<file path="config.mk">
export PLATFORM = sky130hd
export DESIGN_NAME = modular_arithmetic_unit
export DESIGN_NICKNAME = d
export VERILOG_FILES = /design/src/rtl/mau_pkg.sv /design/src/rtl/modular_arithmetic_unit.sv
export SDC_FILE = /design/constraint.sdc
export NUM_CORES = 2
export LEC_CHECK = 0
export BUFFER_PORTS_ARGS = -buffer_cell sky130_fd_sc_hd__buf_4
export CAP_MARGIN = 0
export CELL_PAD_IN_SITES_DETAIL_PLACEMENT = 1
export CELL_PAD_IN_SITES_GLOBAL_PLACEMENT = 1
export CORE_AREA = 2 2 568 288
export DETAILED_ROUTE_END_ITERATION = 10
export DIE_AREA = 0 0 570 290
export PLACE_DENSITY_LB_ADDON = 0.2
export SYNTH_ARGS = -nofsm -noshare
export SYNTH_HDL_FRONTEND = slang
export SYNTH_SLANG_ARGS = --single-unit
</file>
<file path="constraint.sdc">
create_clock -name clock -period 26.7 [get_ports clock]
set_clock_uncertainty 0.15 [all_clocks]
set_input_delay 1.335 -clock clock [delete_from_list [all_inputs] [get_ports clock]]
set_output_delay 1.335 -clock clock [all_outputs]
set_load 0.02 [all_outputs]
</file>
<file path="src/rtl/mau_pkg.sv">
`default_nettype none
package mau_pkg;

   typedef enum logic [3:0] {
      OP_REDUCE   = 4'd0,
      OP_NEGATE   = 4'd1,
      OP_ADD      = 4'd2,
      OP_SUBTRACT = 4'd3,
      OP_MULTIPLY = 4'd4,
      OP_POWER    = 4'd5,
      OP_INVERSE  = 4'd6,
      OP_DIVIDE   = 4'd7,
      OP_EQUAL    = 4'd8
   } op_type;

   typedef enum logic [1:0] {
      ERR_NONE      = 2'd0,
      ERR_NOT_INV   = 2'd1,
      ERR_ZERO_ZERO = 2'd2
   } err_type;

   typedef enum logic [3:0] {
      S_IDLE,
      S_RED,
      S_FIXA,
      S_DISPATCH,
      S_MUL,
      S_MRET,
      S_DIV,
      S_EUC_MUL,
      S_FIN
   } state_type;

   // what happens to a finished modular product
   typedef enum logic [2:0] {
      RET_FIN,
      RET_POW_SQ,
      RET_POW_MUL,
      RET_EUC
   } ret_type;

   localparam logic [30:0] MODULUS_RESET = 31'd1000000007;
   localparam int          RAW_BITS      = 64;
   localparam int          EXP_BITS      = 63;

endpackage
`default_nettype wire

</file>
<file path="src/rtl/modular_arithmetic_unit.sv">
// channel  | direction | handshake                  | payload
// req      | in        | req_tvalid / req_tready    | tdata: a, b; tuser: operation
// rsp      | out       | rsp_tvalid / rsp_tready    | tdata: result; tuser: is_equal, error
// csr      | in        | csr_wen                    | csr_wdata: modulus
//
// every item first runs a bit-serial reduction of both operands over their 64 raw bits,
// then fixup and dispatch; reduce, negate, add, subtract and compare finish there
// multiply then goes through the shift-and-add modular multiplier
// power squares for each of the 63 exponent bits and multiplies on a set bit, all in that multiplier
// inverse and divide run euclid steps, each through the restoring
// divider then the multiplier; reset is synchronous and clears control state
// one item at a time; a finished result waits in the output register, and a
// new item is taken once the unit is idle even while rsp is stalled
`default_nettype none
module modular_arithmetic_unit
   import mau_pkg::*;
#(
   parameter int MODULUS_BITS = 31
) (
   input  wire logic         clock,
   input  wire logic         reset,
   input  wire logic         req_tvalid,
   output logic              req_tready,
   input  wire logic [127:0] req_tdata,   // operand_a [63:0], operand_b [126:64], zero
   input  wire logic [3:0]   req_tuser,   // operation [3:0]
   output logic              rsp_tvalid,
   input  wire logic         rsp_tready,
   output logic [31:0]       rsp_tdata,   // result [30:0], zero
   output logic [2:0]        rsp_tuser,   // is_equal [0], error_code [2:1]
   input  wire logic         csr_wen,
   input  wire logic [30:0]  csr_wdata    // modulus
);

   localparam int W  = MODULUS_BITS;
   localparam int CW = $clog2(W);
   localparam logic [CW-1:0] MUL_LAST = CW'(W - 1);
   localparam logic [5:0]    DIV_LAST = 6'(W - 1);
   localparam logic [5:0]    RED_LAST = 6'(RAW_BITS - 1);
   localparam logic [5:0]    POW_LAST = 6'(EXP_BITS - 1);
   localparam logic [W-1:0]  ONE      = W'(1);

   // configuration
   logic [W-1:0] mod_ff;
   logic [W-1:0] m_eff;

   always_ff @(posedge clock) begin
      if (reset) begin
         mod_ff <= MODULUS_RESET[W-1:0];
      end else if (csr_wen) begin
         mod_ff <= csr_wdata[W-1:0];
      end
   end

   // a modulus below two acts as two
   assign m_eff = (mod_ff >> 1) == '0 ? W'(2) : mod_ff;

   state_type state_ff, state_in;
   op_type    op_ff, op_in;
   ret_type   ret_ff, ret_in;
   logic            neg_ff, neg_in;
   logic [63:0]     amag_ff, amag_in;
   logic [63:0]     bsh_ff, bsh_in;
   logic [62:0]     exp_ff, exp_in;
   logic [5:0]      cnt_ff, cnt_in;
   logic [5:0]      pcnt_ff, pcnt_in;
   logic [W-1:0]    arem_ff, arem_in;
   logic [W-1:0]    brem_ff, brem_in;
   logic [W-1:0]    mx_ff, mx_in;
   logic [W-1:0]    my_ff, my_in;
   logic [W-1:0]    macc_ff, macc_in;
   logic [CW-1:0]   mcnt_ff, mcnt_in;
   logic [W-1:0]    eu_rb_ff, eu_rb_in;
   logic [W-1:0]    eu_sa_ff, eu_sa_in;
   logic [W-1:0]    eu_sb_ff, eu_sb_in;
   logic [W-1:0]    dq_ff, dq_in;
   logic [W-1:0]    dsh_ff, dsh_in;
   logic [W-1:0]    drem_ff, drem_in;
   logic [W-1:0]    res_ff, res_in;
   logic            eq_ff, eq_in;
   logic [1:0]      err_ff, err_in;
   logic            rsp_valid_ff, rsp_valid_in;
   logic [W-1:0]    out_res_ff, out_res_in;
   logic            out_eq_ff, out_eq_in;
   logic [1:0]      out_err_ff, out_err_in;

   // datapath slices
   logic [W:0]   ra_t, rb_t, m1_t, m2_t, d_t, sum_t, sub_t, sn_t;
   logic [W-1:0] m1_r, m2_r, sn_r;
   logic         adv;

   always_comb begin
      // reduction slices: remainder doubles and takes the next bit
      ra_t = {arem_ff, amag_ff[63]};
      if (ra_t >= {1'b0, m_eff}) ra_t = ra_t - {1'b0, m_eff};
      rb_t = {brem_ff, bsh_ff[63]};
      if (rb_t >= {1'b0, m_eff}) rb_t = rb_t - {1'b0, m_eff};
      // modular multiply step, multiplier msb first
      m1_t = {macc_ff, 1'b0};
      if (m1_t >= {1'b0, m_eff}) m1_t = m1_t - {1'b0, m_eff};
      m1_r = m1_t[W-1:0];
      m2_t = {1'b0, m1_r} + (my_ff[W-1] ? {1'b0, mx_ff} : '0);
      if (m2_t >= {1'b0, m_eff}) m2_t = m2_t - {1'b0, m_eff};
      m2_r = m2_t[W-1:0];
      // restoring divider step
      d_t = {drem_ff, dsh_ff[W-1]};
      if (d_t >= {1'b0, eu_rb_ff}) d_t = d_t - {1'b0, eu_rb_ff};
      // add and subtract of residues
      sum_t = {1'b0, arem_ff} + {1'b0, brem_ff};
      if (sum_t >= {1'b0, m_eff}) sum_t = sum_t - {1'b0, m_eff};
      sub_t = (arem_ff >= brem_ff) ? {1'b0, arem_ff} - {1'b0, brem_ff}
                                   : {1'b0, arem_ff} + {1'b0, m_eff} - {1'b0, brem_ff};
      // euclid coefficient update, kept as a residue
      sn_t = (eu_sa_ff >= macc_ff) ? {1'b0, eu_sa_ff} - {1'b0, macc_ff}
                                   : {1'b0, eu_sa_ff} + {1'b0, m_eff} - {1'b0, macc_ff};
      sn_r = sn_t[W-1:0];
   end

   always_ff @(posedge clock) begin
      if (reset) begin
         state_ff     <= S_IDLE;
         rsp_valid_ff <= 1'b0;
      end else begin
         state_ff     <= state_in;
         rsp_valid_ff <= rsp_valid_in;
      end
   end

   always_ff @(posedge clock) begin
      op_ff      <= op_in;
      ret_ff     <= ret_in;
      neg_ff     <= neg_in;
      amag_ff    <= amag_in;
      bsh_ff     <= bsh_in;
      exp_ff     <= exp_in;
      cnt_ff     <= cnt_in;
      pcnt_ff    <= pcnt_in;
      arem_ff    <= arem_in;
      brem_ff    <= brem_in;
      mx_ff      <= mx_in;
      my_ff      <= my_in;
      macc_ff    <= macc_in;
      mcnt_ff    <= mcnt_in;
      eu_rb_ff   <= eu_rb_in;
      eu_sa_ff   <= eu_sa_in;
      eu_sb_ff   <= eu_sb_in;
      dq_ff      <= dq_in;
      dsh_ff     <= dsh_in;
      drem_ff    <= drem_in;
      res_ff     <= res_in;
      eq_ff      <= eq_in;
      err_ff     <= err_in;
      out_res_ff <= out_res_in;
      out_eq_ff  <= out_eq_in;
      out_err_ff <= out_err_in;
   end

   always_comb begin
      state_in     = state_ff;
      op_in        = op_ff;
      ret_in       = ret_ff;
      neg_in       = neg_ff;
      amag_in      = amag_ff;
      bsh_in       = bsh_ff;
      exp_in       = exp_ff;
      cnt_in       = cnt_ff;
      pcnt_in      = pcnt_ff;
      arem_in      = arem_ff;
      brem_in      = brem_ff;
      mx_in        = mx_ff;
      my_in        = my_ff;
      macc_in      = macc_ff;
      mcnt_in      = mcnt_ff;
      eu_rb_in     = eu_rb_ff;
      eu_sa_in     = eu_sa_ff;
      eu_sb_in     = eu_sb_ff;
      dq_in        = dq_ff;
      dsh_in       = dsh_ff;
      drem_in      = drem_ff;
      res_in       = res_ff;
      eq_in        = eq_ff;
      err_in       = err_ff;
      out_res_in   = out_res_ff;
      out_eq_in    = out_eq_ff;
      out_err_in   = out_err_ff;
      rsp_valid_in = rsp_valid_ff && !rsp_tready;
      req_tready   = 1'b0;
      adv          = 1'b0;

      case (state_ff)
         S_IDLE: begin
            req_tready = 1'b1;
            if (req_tvalid) begin
               op_in   = op_type'(req_tuser[3:0]);
               neg_in  = req_tdata[63];
               amag_in = req_tdata[63] ? 64'd0 - req_tdata[63:0] : req_tdata[63:0];
               bsh_in  = {1'b0, req_tdata[126:64]};
               exp_in  = req_tdata[126:64];
               arem_in = '0;
               brem_in = '0;
               cnt_in  = '0;
               res_in  = '0;
               eq_in   = 1'b0;
               err_in  = ERR_NONE;
               state_in = S_RED;
            end
         end
         S_RED: begin
            arem_in = ra_t[W-1:0];
            brem_in = rb_t[W-1:0];
            amag_in = {amag_ff[62:0], 1'b0};
            bsh_in  = {bsh_ff[62:0], 1'b0};
            cnt_in  = cnt_ff + 6'd1;
            if (cnt_ff == RED_LAST) state_in = S_FIXA;
         end
         S_FIXA: begin
            // negative raw value: residue is modulus minus remainder
            if (neg_ff && arem_ff != '0) arem_in = m_eff - arem_ff;
            state_in = S_DISPATCH;
         end
         S_DISPATCH: begin
            state_in = S_FIN;
            case (op_ff)
               OP_REDUCE:   res_in = arem_ff;
               OP_NEGATE:   res_in = (arem_ff != '0) ? m_eff - arem_ff : '0;
               OP_ADD:      res_in = sum_t[W-1:0];
               OP_SUBTRACT: res_in = sub_t[W-1:0];
               OP_EQUAL:    eq_in  = (arem_ff == brem_ff);
               OP_MULTIPLY: begin
                  mx_in = arem_ff; my_in = brem_ff; macc_in = '0; mcnt_in = '0;
                  ret_in = RET_FIN; state_in = S_MUL;
               end
               OP_POWER: begin
                  if (arem_ff == '0 && exp_ff == '0) begin
                     res_in = ONE;
                     err_in = ERR_ZERO_ZERO;
                  end else begin
                     // left to right: square, then multiply on a set bit
                     pcnt_in = '0;
                     mx_in = ONE; my_in = ONE; macc_in = '0; mcnt_in = '0;
                     ret_in = RET_POW_SQ; state_in = S_MUL;
                  end
               end
               OP_INVERSE, OP_DIVIDE: begin
                  eu_rb_in = m_eff;
                  eu_sa_in = ONE;
                  eu_sb_in = '0;
                  dsh_in   = (op_ff == OP_INVERSE) ? arem_ff : brem_ff;
                  drem_in  = '0; dq_in = '0; cnt_in = '0;
                  state_in = S_DIV;
               end
               default: ;
            endcase
         end
         S_MUL: begin
            macc_in = m2_r;
            my_in   = {my_ff[W-2:0], 1'b0};
            mcnt_in = mcnt_ff + CW'(1);
            if (mcnt_ff == MUL_LAST) state_in = S_MRET;
         end
         S_MRET: begin
            case (ret_ff)
               RET_FIN: begin
                  res_in = macc_ff; state_in = S_FIN;
               end
               RET_POW_SQ: begin
                  if (exp_ff[62]) begin
                     mx_in = macc_ff; my_in = arem_ff; macc_in = '0; mcnt_in = '0;
                     ret_in = RET_POW_MUL; state_in = S_MUL;
                  end else begin
                     adv = 1'b1;
                  end
               end
               RET_POW_MUL: begin
                  adv = 1'b1;
               end
               RET_EUC: begin
                  eu_sa_in = eu_sb_ff;
                  eu_rb_in = drem_ff;
                  eu_sb_in = sn_r;
                  if (drem_ff == '0) begin
                     // gcd is the last nonzero remainder
                     if (eu_rb_ff != ONE) begin
                        res_in = '0; err_in = ERR_NOT_INV; state_in = S_FIN;
                     end else if (op_ff == OP_INVERSE) begin
                        res_in = eu_sb_ff; state_in = S_FIN;
                     end else begin
                        mx_in = arem_ff; my_in = eu_sb_ff; macc_in = '0; mcnt_in = '0;
                        ret_in = RET_FIN; state_in = S_MUL;
                     end
                  end else begin
                     dsh_in = eu_rb_ff; drem_in = '0; dq_in = '0; cnt_in = '0;
                     state_in = S_DIV;
                  end
               end
               default: state_in = S_FIN;
            endcase
            if (adv) begin
               if (pcnt_ff == POW_LAST) begin
                  res_in = macc_ff; state_in = S_FIN;
               end else begin
                  exp_in  = {exp_ff[61:0], 1'b0};
                  pcnt_in = pcnt_ff + 6'd1;
                  mx_in = macc_ff; my_in = macc_ff; macc_in = '0; mcnt_in = '0;
                  ret_in = RET_POW_SQ; state_in = S_MUL;
               end
            end
         end
         S_DIV: begin
            drem_in = d_t[W-1:0];
            dq_in   = {dq_ff[W-2:0], ({drem_ff, dsh_ff[W-1]} >= {1'b0, eu_rb_ff})};
            dsh_in  = {dsh_ff[W-2:0], 1'b0};
            cnt_in  = cnt_ff + 6'd1;
            if (cnt_ff == DIV_LAST) state_in = S_EUC_MUL;
         end
         S_EUC_MUL: begin
            // q * sb for the coefficient update
            mx_in = eu_sb_ff; my_in = dq_ff; macc_in = '0; mcnt_in = '0;
            ret_in = RET_EUC; state_in = S_MUL;
         end
         S_FIN: begin
            if (!rsp_valid_ff || rsp_tready) begin
               out_res_in   = res_ff;
               out_eq_in    = eq_ff;
               out_err_in   = err_ff;
               rsp_valid_in = 1'b1;
               state_in     = S_IDLE;
            end
         end
         default: state_in = S_IDLE;
      endcase
   end

   assign rsp_tvalid = rsp_valid_ff;
   assign rsp_tdata  = {{(32 - W){1'b0}}, out_res_ff};
   assign rsp_tuser  = {out_err_ff, out_eq_ff};

   // residues stay below the modulus inside the multiplier
   a_macc_range: assert property (@(posedge clock) disable iff (reset)
      state_ff == S_MUL |-> macc_ff < m_eff)
      else $error("multiplier accumulator out of range");

   // a compare never reports an error
   a_eq_no_err: assert property (@(posedge clock) disable iff (reset)
      rsp_valid_ff && out_eq_ff |-> out_err_ff == ERR_NONE)
      else $error("equal flag with error");

   // zero to the zero always answers one
   a_zz_one: assert property (@(posedge clock) disable iff (reset)
      rsp_valid_ff && out_err_ff == ERR_ZERO_ZERO |-> out_res_ff == ONE)
      else $error("zero to zero result not one");

endmodule
`default_nettype wire

</file>
-- Word-level counts from Yosys, hierarchy flattened
Cells that the tools add are included.
W data, S select, Z words.
- $add $sub $neg: 19
- order comparisons: 8
- eq/ne operators: 48
- muxes and demuxes: 141
- reduce and logical (&&, ||, !) cells: 41
- operator list (kind ; count):
    $mux W31 ; 51
    $pmux W31 S2 ; 11
    $pmux W31 S3 ; 6
    $sub A31 B31 Y31 ; 11
    $pmux W64 S2 ; 2
    $pmux W31 S4 ; 2
    $ge A32 B31 Y1 ; 6
    $mux W64 ; 3
    $mux W63 ; 3
    $pmux W31 S5 ; 1
    $pmux W63 S2 ; 1
    $logic_not A31 Y1 ; 3
    $add A31 B31 Y32 ; 2
    $sub A1 B64 Y64 const A ; 1
    $logic_not A63 Y1 ; 1
    $add A31 B31 Y31 ; 2
    $ge A31 B31 Y1 ; 2
    $mux W4 ; 12
    $mux W6 ; 8
    $pmux W4 S9 ; 1
    $mux W5 ; 7
    $eq A4 B3 Y1 const B ; 8
    $eq A31 B31 Y1 ; 1
    $ne A31 B1 Y1 const B ; 1
    other kinds (43) ; 111
- flip-flop bits (word level): 661
- input bits: 168
- output and inout bits: 37
- logic and storage cells: 286

-- Longest topological paths before layout
- word-level depth: 8
- gate-level depth with buffers: 38
- gate-level depth less buffers: 35

-- Least setup slack after synthesis
Ideal clock, no wire load.
- path kind: flip-flop to flip-flop
- start point: register mod_ff[30]
- end point: register macc_ff[1], data pin
- arrival time: 7.948 ns
- required time: 26.294 ns
- setup slack: 18.346 ns
- cell stages (with the launch flop): 37
- clock period less this slack: 8.354 ns
- cell sequence: dfxtp_1 -> nor4_1 -> nand4_1 -> nor2_1 -> nor2_1 -> inv_1 -> fa_1 -> nor2b_1 -> o21a_1 -> o21ai_0 -> a21oi_1 -> a221o_1 -> a311oi_1 -> o21ai_1 -> clkbuf_1 -> clkbuf_1 -> a21oi_1 -> ha_1 -> a211oi_1 -> nor4_1 -> nor4_1 -> o21ai_0 -> a21o_1 -> a21oi_1 -> xnor2_1 -> ha_1 -> clkbuf_1 -> a21o_1 -> a21o_1 -> and2_1 -> a222oi_1 -> a311o_1 -> and3_1 -> clkbuf_1 -> buf_1 -> mux2i_1 -> a22o_1
- longest elaborated chain between the ends: 8
- elaborated cells on any way between the ends: 10
- those cells by class: add/sub: 3; order compare: 2; mux: 4; reduce/logical: 1
- ends and longest elaborated chain (item ; RTL line ; RTL):
    start: declaration ; modular_arithmetic_unit.sv:43 ; logic [W-1:0] mod_ff;
    start signal: assignment ; modular_arithmetic_unit.sv:48 ; mod_ff <= MODULUS_RESET[W-1:0];
    start signal: assignment ; modular_arithmetic_unit.sv:50 ; mod_ff <= csr_wdata[W-1:0];
    $logic_not A31 Y1 ; modular_arithmetic_unit.sv:55 ; assign m_eff = (mod_ff >> 1) == '0 ? W'(2) : mod_ff;
    $mux W31 * ; modular_arithmetic_unit.sv:55 ;
    $sub A31 B31 Y31 / $ge A32 B31 Y1 (equally long branches) ; modular_arithmetic_unit.sv:99 ; if (m1_t >= {1'b0, m_eff}) m1_t = m1_t - {1'b0, m_eff};
    $mux W31 ; modular_arithmetic_unit.sv:99 ;
    $add A31 B31 Y32 ; modular_arithmetic_unit.sv:101 ; m2_t = {1'b0, m1_r} + (my_ff[W-1] ? {1'b0, mx_ff} : '0);
    $sub A31 B31 Y31 / $ge A32 B31 Y1 (equally long branches) ; modular_arithmetic_unit.sv:102 ; if (m2_t >= {1'b0, m_eff}) m2_t = m2_t - {1'b0, m_eff};
    $mux W31 * ; modular_arithmetic_unit.sv:102 ;
    $pmux W31 S4 * ; modular_arithmetic_unit.sv:189 ; case (state_ff)
    named net macc_in[1] ; modular_arithmetic_unit.sv:70 ; logic [W-1:0] macc_ff, macc_in;
    end signal: assignment ; modular_arithmetic_unit.sv:141 ; macc_ff <= macc_in;
    end: declaration ; modular_arithmetic_unit.sv:70 ;
Mark *: on every way through the listed nets, which the timed path passes. The rest lies on a longest branch.
A chain may end at the register's enable or synchronous reset.

-- Final worst setup path
- start point: register mod_ff[2]
- end point: register macc_ff[14], data pin
The elaborated chain is that of the path after synthesis.

==> results_dict.tcl <==
set metrics [dict create \
    cp-start-kind "register" \
    drive_above_1_share_pct 8.34 \
    seqCellArea_um2 19500 \
    die_w_um 570 \
    cp_common_cell "buf_4" \
    fin_ws_ns 13.55 \
    cts_made_buffers 75 \
    cts_setup_buffers 0 \
    cp.depth 38 \
    vias 52248 \
    worstRegToRegCells 38 \
    final.fill_count 18479 \
    avgSynthCellArea_um2 8.72 \
    postLayoutCellArea_um2 62600 \
    final_cells 8654 \
    first_pass_iters 9 \
    io_buffer_count 202 \
    routed_wl_um 250000 \
    layout.nets 7114 \
    pre_cts_ws_ns 14.46 \
    crit_slowest_cell "a222oi_1" \
    hold_path_class "reg2reg" \
    rsz0062_at_grt "false" \
    ys_seq_area_share_pct 34.9 \
    p_total_mw 7.65 \
    clkSlewWorstSetupHoldPaths_ns 0.07 \
    wire_per_inst_um 28.9 \
    reg_top3 "amag_ff x64, bsh_ff x64, exp_ff x63" \
    dp_hpwl_um 200000 \
    whs_ns 0.270 \
    num_rows 104 \
    grt_pass1_vias 49368 \
    final_common_cell "nand2_1" \
    start_util_pct 34.9 \
    drv_slew 0 \
    cp_max_fo 29 \
    fin_crit_sh_pct 49.3 \
    ctsResizeCount 0 \
    crit_family "compound AO/OA/AOI/OAI gates" \
    clkPwrFrac_pct 15.8 \
    ys_types 88 \
    final.setup.tns_ns 0 \
    ys.flop_type "edfxtp_1" \
    core_area_um2 160000 \
    synth-seq-cells 661 \
    critPathArrivalTime_ns 13.41 \
    rr_startpoint "mod_ff[2]" \
    grt_pass1_wl_um 357000 \
    p_switching_mw 3.81 \
    maxSlewHeadroom_pct 3.34 \
    cp-startpoint "mod_ff[2]" \
    synth-warning-count 0 \
    grt_overflow_total 0 \
    synth_edf_count 625 \
    dpl_cell_area_um2 59900 \
    htreeDepth 3 \
    die_y_um 290 \
    area_growth_pct 12.3 \
    final_cell_mix "nand2_1 (813), edfxtp_1 (625), a21oi_1 (500)" \
    setup.worst_path.end_class "register" \
    status "complete, no violations" \
    worstMarginPinSlew_ns 1.44 \
    max_freq_ghz 0.0760 \
    dieArea_um2 165000 \
    max_stage_delay_ns 0.94 \
    layout_min_cycle_time_ns 13.15 \
    internal-power_mw 3.84 \
    clk-insertion-delay-late_ns 0.69 \
    syn_inst 6397 \
    sequentialPowerShare_pct 22.6 \
    final_hold_viol_count 0 \
    synth_nets 7043 \
    ant_nets 0 \
    cts_buffer_depth 3 \
    reg2reg_slack_ns 13.55 \
    finalSetupViolations 0 \
    place_inst 8511 \
    combPwrFrac_pct 61.7 \
    antenna_found_initial 14 \
    synth.top_cell.area_share_pct 33.7 \
    boundaryPins 205 \
    tritoncts "yes" \
    ctsHoldBuffers 0 \
    finalWeightedCongestion 0.993 \
    clock_sinks 661 \
    path_buf_inv 5 \
    netlist_area_um2 55800 \
    synth.area.top_cells "edfxtp_1 (34%), ha_1 (9.1%), nand2_1 (5.5%), a21oi_1 (4.5%), o21ai_0 (4.4%)" \
    peakVddDrop_uv 90.3 \
    r2r_end "macc_ff[14]" \
    drt-vias-per-instance 6.04 \
    swShare_pct 49.8 \
    yosysTopAreaCell "edfxtp_1" \
    grt.total_usage_pct 29.2 \
    critPathKind "reg2reg" \
    synthArstFlopShare_pct 0 \
    crit_end "macc_ff[14]" \
    cts_root_buffer "clkbuf_16" \
    cellPowerDensity_nw_per_um2 122 \
    grt_max_degree 97 \
    drv_cap 0 \
    p_leak_nw 25.7 \
    drc_errors 0 \
    cp.required_ns 26.96 \
    post-route-util_pct 39.2 \
    multiInputGateArea_um2 33600 \
    first_iter_violations 6783 \
]
-- power by group through the flow --
stage          clock [mW]  combinational (mW)  sequential [mW]
6_report             1.21                4.72             1.73
5_1_grt              1.25                5.06             1.75
4_1_cts              1.22                4.53             1.73
3_5_place_dp            0                4.50             1.75
3_3_place_gp            0                4.41             1.74
2_1_floorplan           0                3.13             1.62
-- how the worst min path moves through the flow --
stage | start | to | slack (ns) | cells after the start
4_1_cts | err_ff[1] | out_err_ff[1] | 0.27 | 0
6_report | err_ff[1] | out_err_ff[1] | 0.27 | 0
3_3_place_gp | err_ff[0] | out_err_ff[0] | 0.25 | 0
3_5_place_dp | err_ff[1] | out_err_ff[1] | 0.26 | 0
2_1_floorplan | eq_ff | out_eq_ff | 0.25 | 0
5_1_grt | err_ff[0] | out_err_ff[0] | 0.29 | 0
-- cell usage after synthesis (77+ instances only) --
cell,n
nand3_1,110
nor3_1,94
a21oi_1,504
o21ai_0,490
ha_1,407
edfxtp_1,625
xnor2_1,218
and2_1,86
o211ai_1,79
inv_1,423
nand2_1,815
mux2i_1,178
a21o_1,158
nor2_1,450
clkbuf_1,318
and3_1,77
xor2_1,183
-- layer usage --
layer / global-route usage [%] / part of all wire (%) / vias up
li1: - / - / 23572
met5: 0 / 0.011 / -
met4: 4.09 / 1.3 / 4
met1: 49.3 / 52 / 26147
met3: 11.3 / 13 / 203
met2: 33.0 / 33 / 2322
-- worst register-to-register path, delay by kind of cell, from the launching register on --
family                     cells  cell delay, ns
DFF                            1            0.57
and+or+nand+nor               12            3.46
AOI/OAI and AO/OA             16            5.30
buffers and inverters          5            1.60
adders and majority gates      4            1.40
muxes                          1            0.39
-- cell families after synthesis --
kind of cell | after synthesis | synth area share [%]
simple gates | 1975 | 16.3
compound gates | 1932 | 22.3
buf+inv | 764 | 5.18
flops | 661 | 34.9
fa+ha+maj | 478 | 11.7
xor+xnor | 401 | 6.30
mux | 185 | 3.34
other cells | 1 | 0.00672
-- layout make-up --
class / instances / area share [%]
inverters: 425 / 2.56
clock inverters: 41 / 1.01
multi-input cells: 4972 / 53.7
flip-flops and latches: 661 / 31.1
repair buffers: 333 / 3.99
well taps: 2120 / 4.24
diodes: 3 / 0.0120
clock buffers: 99 / 3.34
Note: power is estimated with default switching activity, not from simulation.
